`src/hdl/homogeneous_point_transform_assert.svh`:
```
// assertion macros for the point transform modules, used by the queue
`ifndef HOMOGENEOUS_POINT_TRANSFORM_ASSERT_SVH
`define HOMOGENEOUS_POINT_TRANSFORM_ASSERT_SVH

// same-cycle implication, checked out of reset
`define HPT_ASSERT_NOW(label, ante, cons) \
    label: assert property (@(posedge i_clk) disable iff (!i_rst_n) (ante) |-> (cons)) \
        else $error("hpt assertion failed");

// next-cycle implication, checked out of reset
`define HPT_ASSERT_NEXT(label, ante, cons) \
    label: assert property (@(posedge i_clk) disable iff (!i_rst_n) (ante) |=> (cons)) \
        else $error("hpt assertion failed");

`endif

```
`src/hdl/hpt_pkg.sv`:
```
package hpt_pkg;

    localparam int HPT_FIFO_DEPTH = 4;
    localparam int HPT_QBITS      = 17;
    localparam int HPT_ACC_W      = 34;
    localparam int HPT_MAG_W      = 33;
    localparam int HPT_NUM_W      = 41;
    localparam int HPT_CMP_W      = 50;

    localparam logic signed [15:0] HPT_SAT_MAX = 16'sh7fff;
    localparam logic signed [15:0] HPT_SAT_MIN = -16'sh8000;
    localparam logic signed [15:0] HPT_ONE     = 16'sh0100;

    typedef logic signed [HPT_ACC_W-1:0] t_acc;

    // one item of row sums between front and back
    typedef struct packed {
        t_acc [3:0] acc;
        logic       last;
    } t_item;

    // one stage of the divide pipeline
    typedef struct packed {
        logic [HPT_MAG_W-1:0]           d;
        logic [2:0][HPT_NUM_W-1:0]      rem;
        logic [2:0][HPT_QBITS-1:0]      q;
        logic [2:0]                     neg;
        logic [2:0]                     ovf;
        logic                           wz;
        logic [3:0][15:0]               raw;
        logic                           last;
    } t_stage;

endpackage

```
`src/hdl/hpt_fifo.sv`:
```
`include "homogeneous_point_transform_assert.svh"

module hpt_fifo #(
    parameter int DEPTH = hpt_pkg::HPT_FIFO_DEPTH
) (
    input  logic                       i_clk,
    input  logic                       i_rst_n,
    input  logic                       i_push,
    input  hpt_pkg::t_item             i_item,
    input  logic                       i_pop,
    output hpt_pkg::t_item             o_item,
    output logic [$clog2(DEPTH+1)-1:0] o_count
);

    localparam int PW = (DEPTH > 1) ? $clog2(DEPTH) : 1;

    hpt_pkg::t_item             r_mem [DEPTH];
    logic [PW-1:0]              r_wp, r_rp;
    logic [$clog2(DEPTH+1)-1:0] r_count;

    // storage write
    always_ff @(posedge i_clk) begin
        if (i_push) begin
            r_mem[r_wp] <= i_item;
        end
    end

    // pointers and fill count
    always_ff @(posedge i_clk) begin
        if (!i_rst_n) begin
            r_wp    <= '0;
            r_rp    <= '0;
            r_count <= '0;
        end else begin
            if (i_push) begin
                r_wp <= (r_wp == PW'(DEPTH-1)) ? '0 : r_wp + 1'b1;
            end
            if (i_pop) begin
                r_rp <= (r_rp == PW'(DEPTH-1)) ? '0 : r_rp + 1'b1;
            end
            r_count <= r_count + ($clog2(DEPTH+1))'(i_push) - ($clog2(DEPTH+1))'(i_pop);
        end
    end

    assign o_item  = r_mem[r_rp];
    assign o_count = r_count;

    `HPT_ASSERT_NOW(a_no_overflow, i_push && !i_pop, r_count < ($clog2(DEPTH+1))'(DEPTH))
    `HPT_ASSERT_NOW(a_no_underflow, i_pop, r_count != '0)
    `HPT_ASSERT_NEXT(a_count_up, i_push && !i_pop, r_count == $past(r_count) + 1'b1)

endmodule

```
`config.mk`:
```
export PLATFORM = sky130hd
export DESIGN_NAME = hpt_fifo
export DESIGN_NICKNAME = d
export VERILOG_FILES = /design/src/hdl/hpt_pkg.sv /design/src/hdl/hpt_fifo.sv
export VERILOG_INCLUDE_DIRS = /design/src /design/src/hdl
export SDC_FILE = /design/constraint.sdc
export NUM_CORES = 1
export LEC_CHECK = 0
export ABC_CLOCK_PERIOD_IN_PS = 5600
export BUFFER_PORTS_ARGS = -buffer_cell sky130_fd_sc_hd__buf_2
export CAP_MARGIN = 20
export CORE_ASPECT_RATIO = 1.5
export CORE_MARGIN = 4
export CORE_UTILIZATION = 40
export CTS_CLUSTER_SIZE = 20
export DETAILED_ROUTE_END_ITERATION = 6
export MAX_ROUTING_LAYER = met4
export PLACE_DENSITY = 0.59
export SETUP_SLACK_MARGIN = 0.05
export SLEW_MARGIN = 20
export SYNTH_ARGS = -nofsm -noshare
export SYNTH_HDL_FRONTEND = slang
export SYNTH_SLANG_ARGS = --single-unit
```
`constraint.sdc`:
```
create_clock -name i_clk -period 5.6 [get_ports i_clk]
set_input_delay 0.28 -clock i_clk [delete_from_list [all_inputs] [get_ports i_clk]]
set_output_delay 0.28 -clock i_clk [all_outputs]
set_load 0.05 [all_outputs]
```
### Word level (Yosys, flattened, before mapping)

Memory sizes are Yosys's and may differ from the RTL's. A register that Yosys moved wholly into a read port is not among the register bits.
Index checks and enable logic that the tools add are counted.

| word-level totals | value |
|---|---|
| bits in registers | 7 |
| memories | 1 |
| input bits | 141 |
| RAM bits | 548 |

Memories:

| name | depth | width | read ports | clocked after memory_dff | write ports | RTL line | RTL |
|---|---|---|---|---|---|---|---|
| r_mem | 4 | 137 | 1 | 1 | 1 | hpt_fifo.sv:17 | `hpt_pkg::t_item r_mem [DEPTH];` |

| cells by class | value |
|---|---|
| multiplexer cells | 6 |
| add/sub/neg operators | 4 |
| equal/unequal tests | 2 |

Operator list:

| operator | number |
|---|---|
| two-way mux 2 bit | 4 |
| adder 2 x 1 -> 2 bit, second input constant | 2 |
| equality test 2 bit, second input constant | 2 |
| adder 3 x 1 -> 3 bit | 1 |
| subtractor 3 x 1 -> 3 bit | 1 |
| two-way mux 1 bit | 2 |

### Longest topological paths before layout

Gate-level depths: netlist of run 1.

| logic depth | value |
|---|---|
| depth after elaboration | 4 |
| mapped depth | 8 |

### Least setup slack after synthesis of run 1

No wires, ideal clock.

| path | value |
|---|---|
| path kind | flip-flop to flip-flop |
| start | register r_wp[0] |
| end | memory r_mem[0][0] (netlist bit), enable pin |
| arrival time | 3.677 ns |
| library setup time | 0.512 ns |
| slack | 1.411 ns |
| path buffers | 0 |
| cell stages (with the launch flop) | 4 |
| data required time | 5.088 ns |
| cells stage by stage | dfxtp_1 -> inv_1 -> ha_1 -> and2_1 |

RTL lines:

| element | RTL line | RTL |
|---|---|---|
| start: declaration | hpt_fifo.sv:18 | `logic [PW-1:0] r_wp, r_rp;` |
| start signal: assignment | hpt_fifo.sv:36 | `r_wp <= (r_wp == PW'(DEPTH-1)) ? '0 : r_wp + 1'b1;` |
| end: declaration | hpt_fifo.sv:17 |  |

No word-level cell before the write port.

==> flow_metrics.py, run 1 <==
metrics = {
    "layout": {
        "finalNetCount": 1358,
        "final_cell_mix": "edfxtp_1, buf_2, dlygate4sd3_1, mux4_2, clkbuf_16",
        "drive_above_1_share_pct": 40.6,
        "design_area_um2": 25300,
        "layout_commonest_cell": "edfxtp_1",
        "syn_to_final_growth_pct": 25.6,
    },
    "placed_design": {
        "dp_hpwl_um": 23700,
        "globalplace.congestion": 0.724,
        "dpl_cell_area_um2": 22400,
        "portBuffers": 280,
    },
    "synthesis": {
        "netlist_area_um2": 20200,
        "ys_types": 17,
        "synthesis.area_per_instance_um2": 26.7,
        "synth_top_family_by_area": "multiplexers",
        "synth_compound_area_share_pct": 0.0496,
        "synthCells": 756,
        "synth_seq_cells": 557,
        "synthAdderAreaFrac_pct": 0.533,
        "synthMuxAreaShare_pct": 15.4,
        "synth_xor_area_share_pct": 0.112,
        "synth_warnings": 0,
        "seq_area_frac_synth_pct": 82.5,
        "synthSimpleGateAreaFrac_pct": 0.378,
        "syn-num-nets": 905,
    },
    "setup_path": {
        "rrSetupSlack_ns": 3.08,
        "end_kind": "output pin",
        "crit_path_start_kind": "register",
        "path_max_fanout": 50,
        "worstPathRequired_ns": 5.32,
        "crit_type": "reg2out",
        "crit_chain": "buf_12, mux4_2, buf_2",
        "worst_ep_arrival_time_ns": 2.87,
        "critPathSlowestCell": "dfxtp_4",
        "max_stage_delay_ns": 0.95,
    },
    "drt": {
        "wl_per_cell_um": 21.6,
        "drc": 0,
        "viasPerCell": 4.93,
        "wl_um": 41300,
        "antenna_left": 0,
        "dr_wl_met2_um": 21800,
        "route.met3.wl_um": 2330,
        "dr.max_layer_used": "met4",
        "vias": 9429,
        "drtPass1Iterations": 4,
        "drtIter0Drc": 445,
        "wl_met1_um": 15800,
    },
    "clock_tree": {
        "cts_resized": 0,
        "postCtsSetupBuffers": 0,
        "h-tree-depth": 2,
        "cts_num_sinks": 557,
        "clockBufferDepth": 3,
        "cts_buffers": 52,
        "cts_tree": "done",
        "hold_buffers": 138,
        "cts.reportedPaths.clkPinSlew_ns": 0.06,
        "cts_root_buffer": "clkbuf_16",
        "clk_latency_ns": 0.56,
    },
    "timing": {
        "slew_viol_final": 0,
        "period_share_pct": 56.3,
        "setup_viol": 0,
        "rsz0062_at_grt": "no",
        "clock_skew_ns": 0.0177,
        "slew_headroom_pct": 34.1,
        "fin_crit_ns": 3.15,
        "fmax_mhz": 317,
        "worstMarginPinSlew_ns": 0.989,
        "totalNegativeSetupSlack_ns": 0,
        "finalHoldViolations": 0,
    },
    "floorplanning": {
        "core_area_um2": 49800,
        "die_h_um": 283,
        "die_area_um2": 54200,
        "dieWidth_um": 191,
        "rows": 100,
        "io_pins": 281,
        "start_util_pct": 40.5,
    },
    "power_and_ir_drop": {
        "power.density_nw_per_um2": 370,
        "irDropWorstVdd_uv": 265,
        "power.leakage_nw": 8.53,
    },
    "global_routing": {
        "gr-usage-all-layers_pct": 15.9,
        "grt_max_degree": 138,
        "grt_pass1_vias": 10700,
        "antenna_found_initial": 3,
        "grt_pass1_wl_um": 63700,
        "overflow": 0,
    },
    "min_path": {
        "hp-class": "in2reg",
    },
    "outcome": {
        "outcome": "completed",
    },
    "run": {
        "drv_cap": 0,
    },
}
[path summary, 6_finish.rpt]
check / start / endpoint / depth (start not counted)
worst max-delay path: register / o_item[52] / 3
worst min-delay path: i_pop / r_rp[1] / 3
worst max register to register: r_wp[0] / r_mem[1][115] / 3
worst min register to register: r_rp[0] / register / 2
[Yosys cell counts]
library cell | count | area [µm²]
nand2b_1 | 2 | 12.5
mux2i_1 | 2 | 20.0
buf_2 | 15 | 75.1
inv_1 | 6 | 22.5
mux4_2 | 137 | 3090
clkbuf_1 | 1 | 3.75
xnor3_1 | 1 | 22.5
and2_1 | 5 | 31.3
buf_6 | 3 | 33.8
or3b_2 | 2 | 17.5
ha_1 | 7 | 87.6
nor2_1 | 4 | 15.0
buf_4 | 11 | 82.6
edfxtp_1 | 548 | 16500
dfxtp_1 | 9 | 180
fa_1 | 1 | 20.0
a21oi_1 | 2 | 10.0
[flip-flops by register name, indices dropped and copies added, names as in the netlist, named ones only]
signal / flops
r_rp: 2
r_wp: 2
o_count: 3
r_mem: 548
[final cells by class]
type | count | area (µm²)
Timing Repair Buffer | 429 | 2920
Clock buffer | 68 | 1380
Tap cell | 663 | 830
Fill cell | 4074 | 24500
Antenna cell | 3 | 7.51
Inverter | 6 | 22.5
Multi-Input combinational cell | 163 | 3330
Clock inverter | 22 | 214
Sequential cell | 557 | 16600
[power breakdown]
group	internal, W	total [W]	switching [W]
clock	0.00191	0.00332	0.00141
combinational	0.000402	0.00123	0.000829
sequential	0.00476	0.00482	0.0000594
total	0.00708	0.00938	0.00230
[cell families (layout without fill, tap and decap cells)]
group | count (synthesis) | count (layout)
flops | 557 | 557
xor+xnor | 1 | 1
mux | 139 | 139
compound gates | 2 | 2
simple gates | 13 | 13
other cells | 0 | 3
fa+ha+maj | 8 | 8
buf+inv | 36 | 525
[through the flow]
step	cells	power (W)	worst slack, ns	hold WS [ns]	utilization [%]
2_1_floorplan	756	0.00576	1.41	0.379	-
3_3_place_gp	1680	0.00607	2.92	0.492	44.9
3_5_place_dp	1680	0.00609	2.93	0.497	44.9
4_1_cts	1908	0.00952	2.32	0.0383	50.9
5_1_grt	1911	0.00976	2.18	0.0741	50.9
6_report	1911	0.00938	2.45	0.0807	50.9
[critical path: cells and delay by family, from the launching register on]
kind                   cells  cell delay, ns
multiplexers               1            0.57
buffers and inverters      2            0.68
flip-flops                 1            0.95
[layer usage]
layer,global-route usage [%],vias to the layer above
met5,-,-
met4,5.55,0
met3,3.18,76
met2,27.3,277
met1,18.6,4894
li1,-,4182
Power figures use the tool's default switching activity.
==> inputs of run 2 (changes only) <==
- ABC_CLOCK_PERIOD_IN_PS: 5600 -> 3100
- clock period: 5.6 -> 3.1 ns (I/O delays scaled with it)
==> run 2 against run 1 <==
Critical path depth is the same; sequential share of layout area shrank 1.1 points; via count grew 0.53%; final cell count grew 1.6%; clock skew shrank 0.012 ns; register-to-register slack lost 1.8 ns; combinational power grew 87%; global-route usage grew 0.16 points; first-iteration DRC count shrank 11%; clock power grew 80%; setup slack lost 2.0 ns; largest power group unchanged.
==> flow_metrics.py, run 2 (synthesized netlist as in run 1, its figures left out) <==
metrics = {
    "timing": {
        "setup_viol": 0,
        "rsz0062_at_grt": "no",
        "period_share_pct": 86.5,
        "fin_crit_ns": 2.68,
        "worst_slack_ns": 0.419,
        "slew_viol_final": 0,
        "totalNegativeSetupSlack_ns": 0,
        "fmax_mhz": 373,
        "finalHoldViolations": 0,
        "clock_skew_ns": 0.00557,
        "slew_headroom_pct": 50.7,
        "worstMarginPinSlew_ns": 0.739,
    },
    "drt": {
        "wl_per_cell_um": 21.5,
        "drtIter0Drc": 397,
        "vias": 9479,
        "antenna_left": 0,
        "drtPass1Iterations": 5,
        "drc": 0,
        "wl_um": 41800,
        "viasPerCell": 4.88,
    },
    "global_routing": {
        "grt_max_degree": 39,
        "gr-usage-all-layers_pct": 16.0,
        "grt_pass1_wl_um": 64100,
        "grt_pass1_vias": 10400,
        "overflow": 0,
        "antenna_found_initial": 4,
    },
    "layout": {
        "fin_util_pct": 51.8,
        "layout_commonest_cell": "edfxtp_1",
        "fin_cells": 1941,
        "syn_to_final_growth_pct": 27.8,
        "finalNetCount": 1385,
        "top_register": "r_mem",
        "drive_above_1_share_pct": 41.7,
        "final_cell_mix": "edfxtp_1, buf_2, dlygate4sd3_1, mux4_2, clkbuf_16",
        "largest_reg_flops": 548,
    },
    "power_and_ir_drop": {
        "finalPower_w": 0.0170,
        "power.density_nw_per_um2": 659,
        "irDropWorstVdd_uv": 506,
        "power.leakage_nw": 8.73,
    },
    "setup_path": {
        "worst_ep_arrival_time_ns": 2.53,
        "worstPathRequired_ns": 2.94,
        "end_kind": "output pin",
        "crit_path_start_kind": "register",
        "crit_type": "reg2out",
        "path_max_fanout": 30,
    },
    "floorplanning": {
        "die_h_um": 283,
        "io_pins": 281,
        "die_area_um2": 54200,
        "rows": 100,
        "dieWidth_um": 191,
        "core_area_um2": 49800,
        "start_util_pct": 40.5,
    },
    "clock_tree": {
        "clockBufferDepth": 3,
        "clk_latency_ns": 0.55,
        "cts.reportedPaths.clkPinSlew_ns": 0.06,
        "cts_root_buffer": "clkbuf_16",
        "cts_tree": "done",
        "hold_buffers": 140,
        "postCtsSetupBuffers": 0,
        "cts_resized": 0,
        "cts_num_sinks": 557,
        "cts_buffers": 51,
        "h-tree-depth": 2,
    },
    "min_path": {
        "hp-class": "in2reg",
    },
    "placed_design": {
        "dp.cells": 1706,
        "globalplace.congestion": 0.743,
        "portBuffers": 280,
        "dpl_worst_slack_ns": 0.907,
        "dp_hpwl_um": 26200,
    },
    "outcome": {
        "outcome": "completed",
    },
    "run": {
        "drv_cap": 0,
    },
}
[run 2: cell types whose count changed in the layout (fill, tap and decap cells not counted), sizes merged]
cell	previous run	this run
diode	3	4
buf	291	317
dlygate4sd3	138	140
clkbuf	68	64
clkinv	14	20
clkinvlp	3	1
bufinv	4	3
inv	7	9
[run 2: per-layer routing]
layer | up-vias | wire length, µm | global-route usage, %
met5 | - | 0 | -
met4 | 0 | 1290 | 4.83
met3 | 78 | 2050 | 2.99
met2 | 242 | 22100 | 27.5
met1 | 4917 | 16300 | 19.5
li1 | 4242 | - | -
[run 2: area by class of cell]
| cell class | instances | area, µm² |
|---|---|---|
| Clock buffer | 64 | 1370 |
| Sequential cell | 557 | 16600 |
| Timing Repair Buffer | 457 | 3360 |
| Multi-Input combinational cell | 163 | 3330 |
| Tap cell | 663 | 830 |
| Clock inverter | 27 | 221 |
| Inverter | 6 | 22.5 |
| Fill cell | 4001 | 24000 |
| Antenna cell | 4 | 10.0 |
[run 2: path summary, 6_finish.rpt]
kind,startpoint,end,slack (ns),depth (start not counted)
worst max-delay path,register,o_item[58],0.42,3
worst min-delay path,i_item[96],r_mem[2][96],0.34,2
worst max register to register,r_wp[0],r_mem[2][30],1.28,4
worst min register to register,r_rp[0],register,0.51,2
[run 2: report_power, final]
part           internal (W)  leakage, nW  switching (W)
logic              0.000787         2.85        0.00151
registers           0.00860         5.11       0.000105
clock network       0.00338        0.778        0.00260
total                0.0128         8.73        0.00422
[run 2: critical path: stages (launching register included)]
cell and delay (ns):
dfxtp_4 0.82, buf_4 0.36, mux4_2 0.53, buf_2 0.23
[run 2: metrics by stage]
stage / hold slack, ns / instance area, µm²
global placement: 0.367 / 22800
finish: 0.339 / 25800
global route: 0.311 / 25800
floorplan: 0.254 / 20200
detailed placement: 0.371 / 22800
CTS: 0.293 / 25800
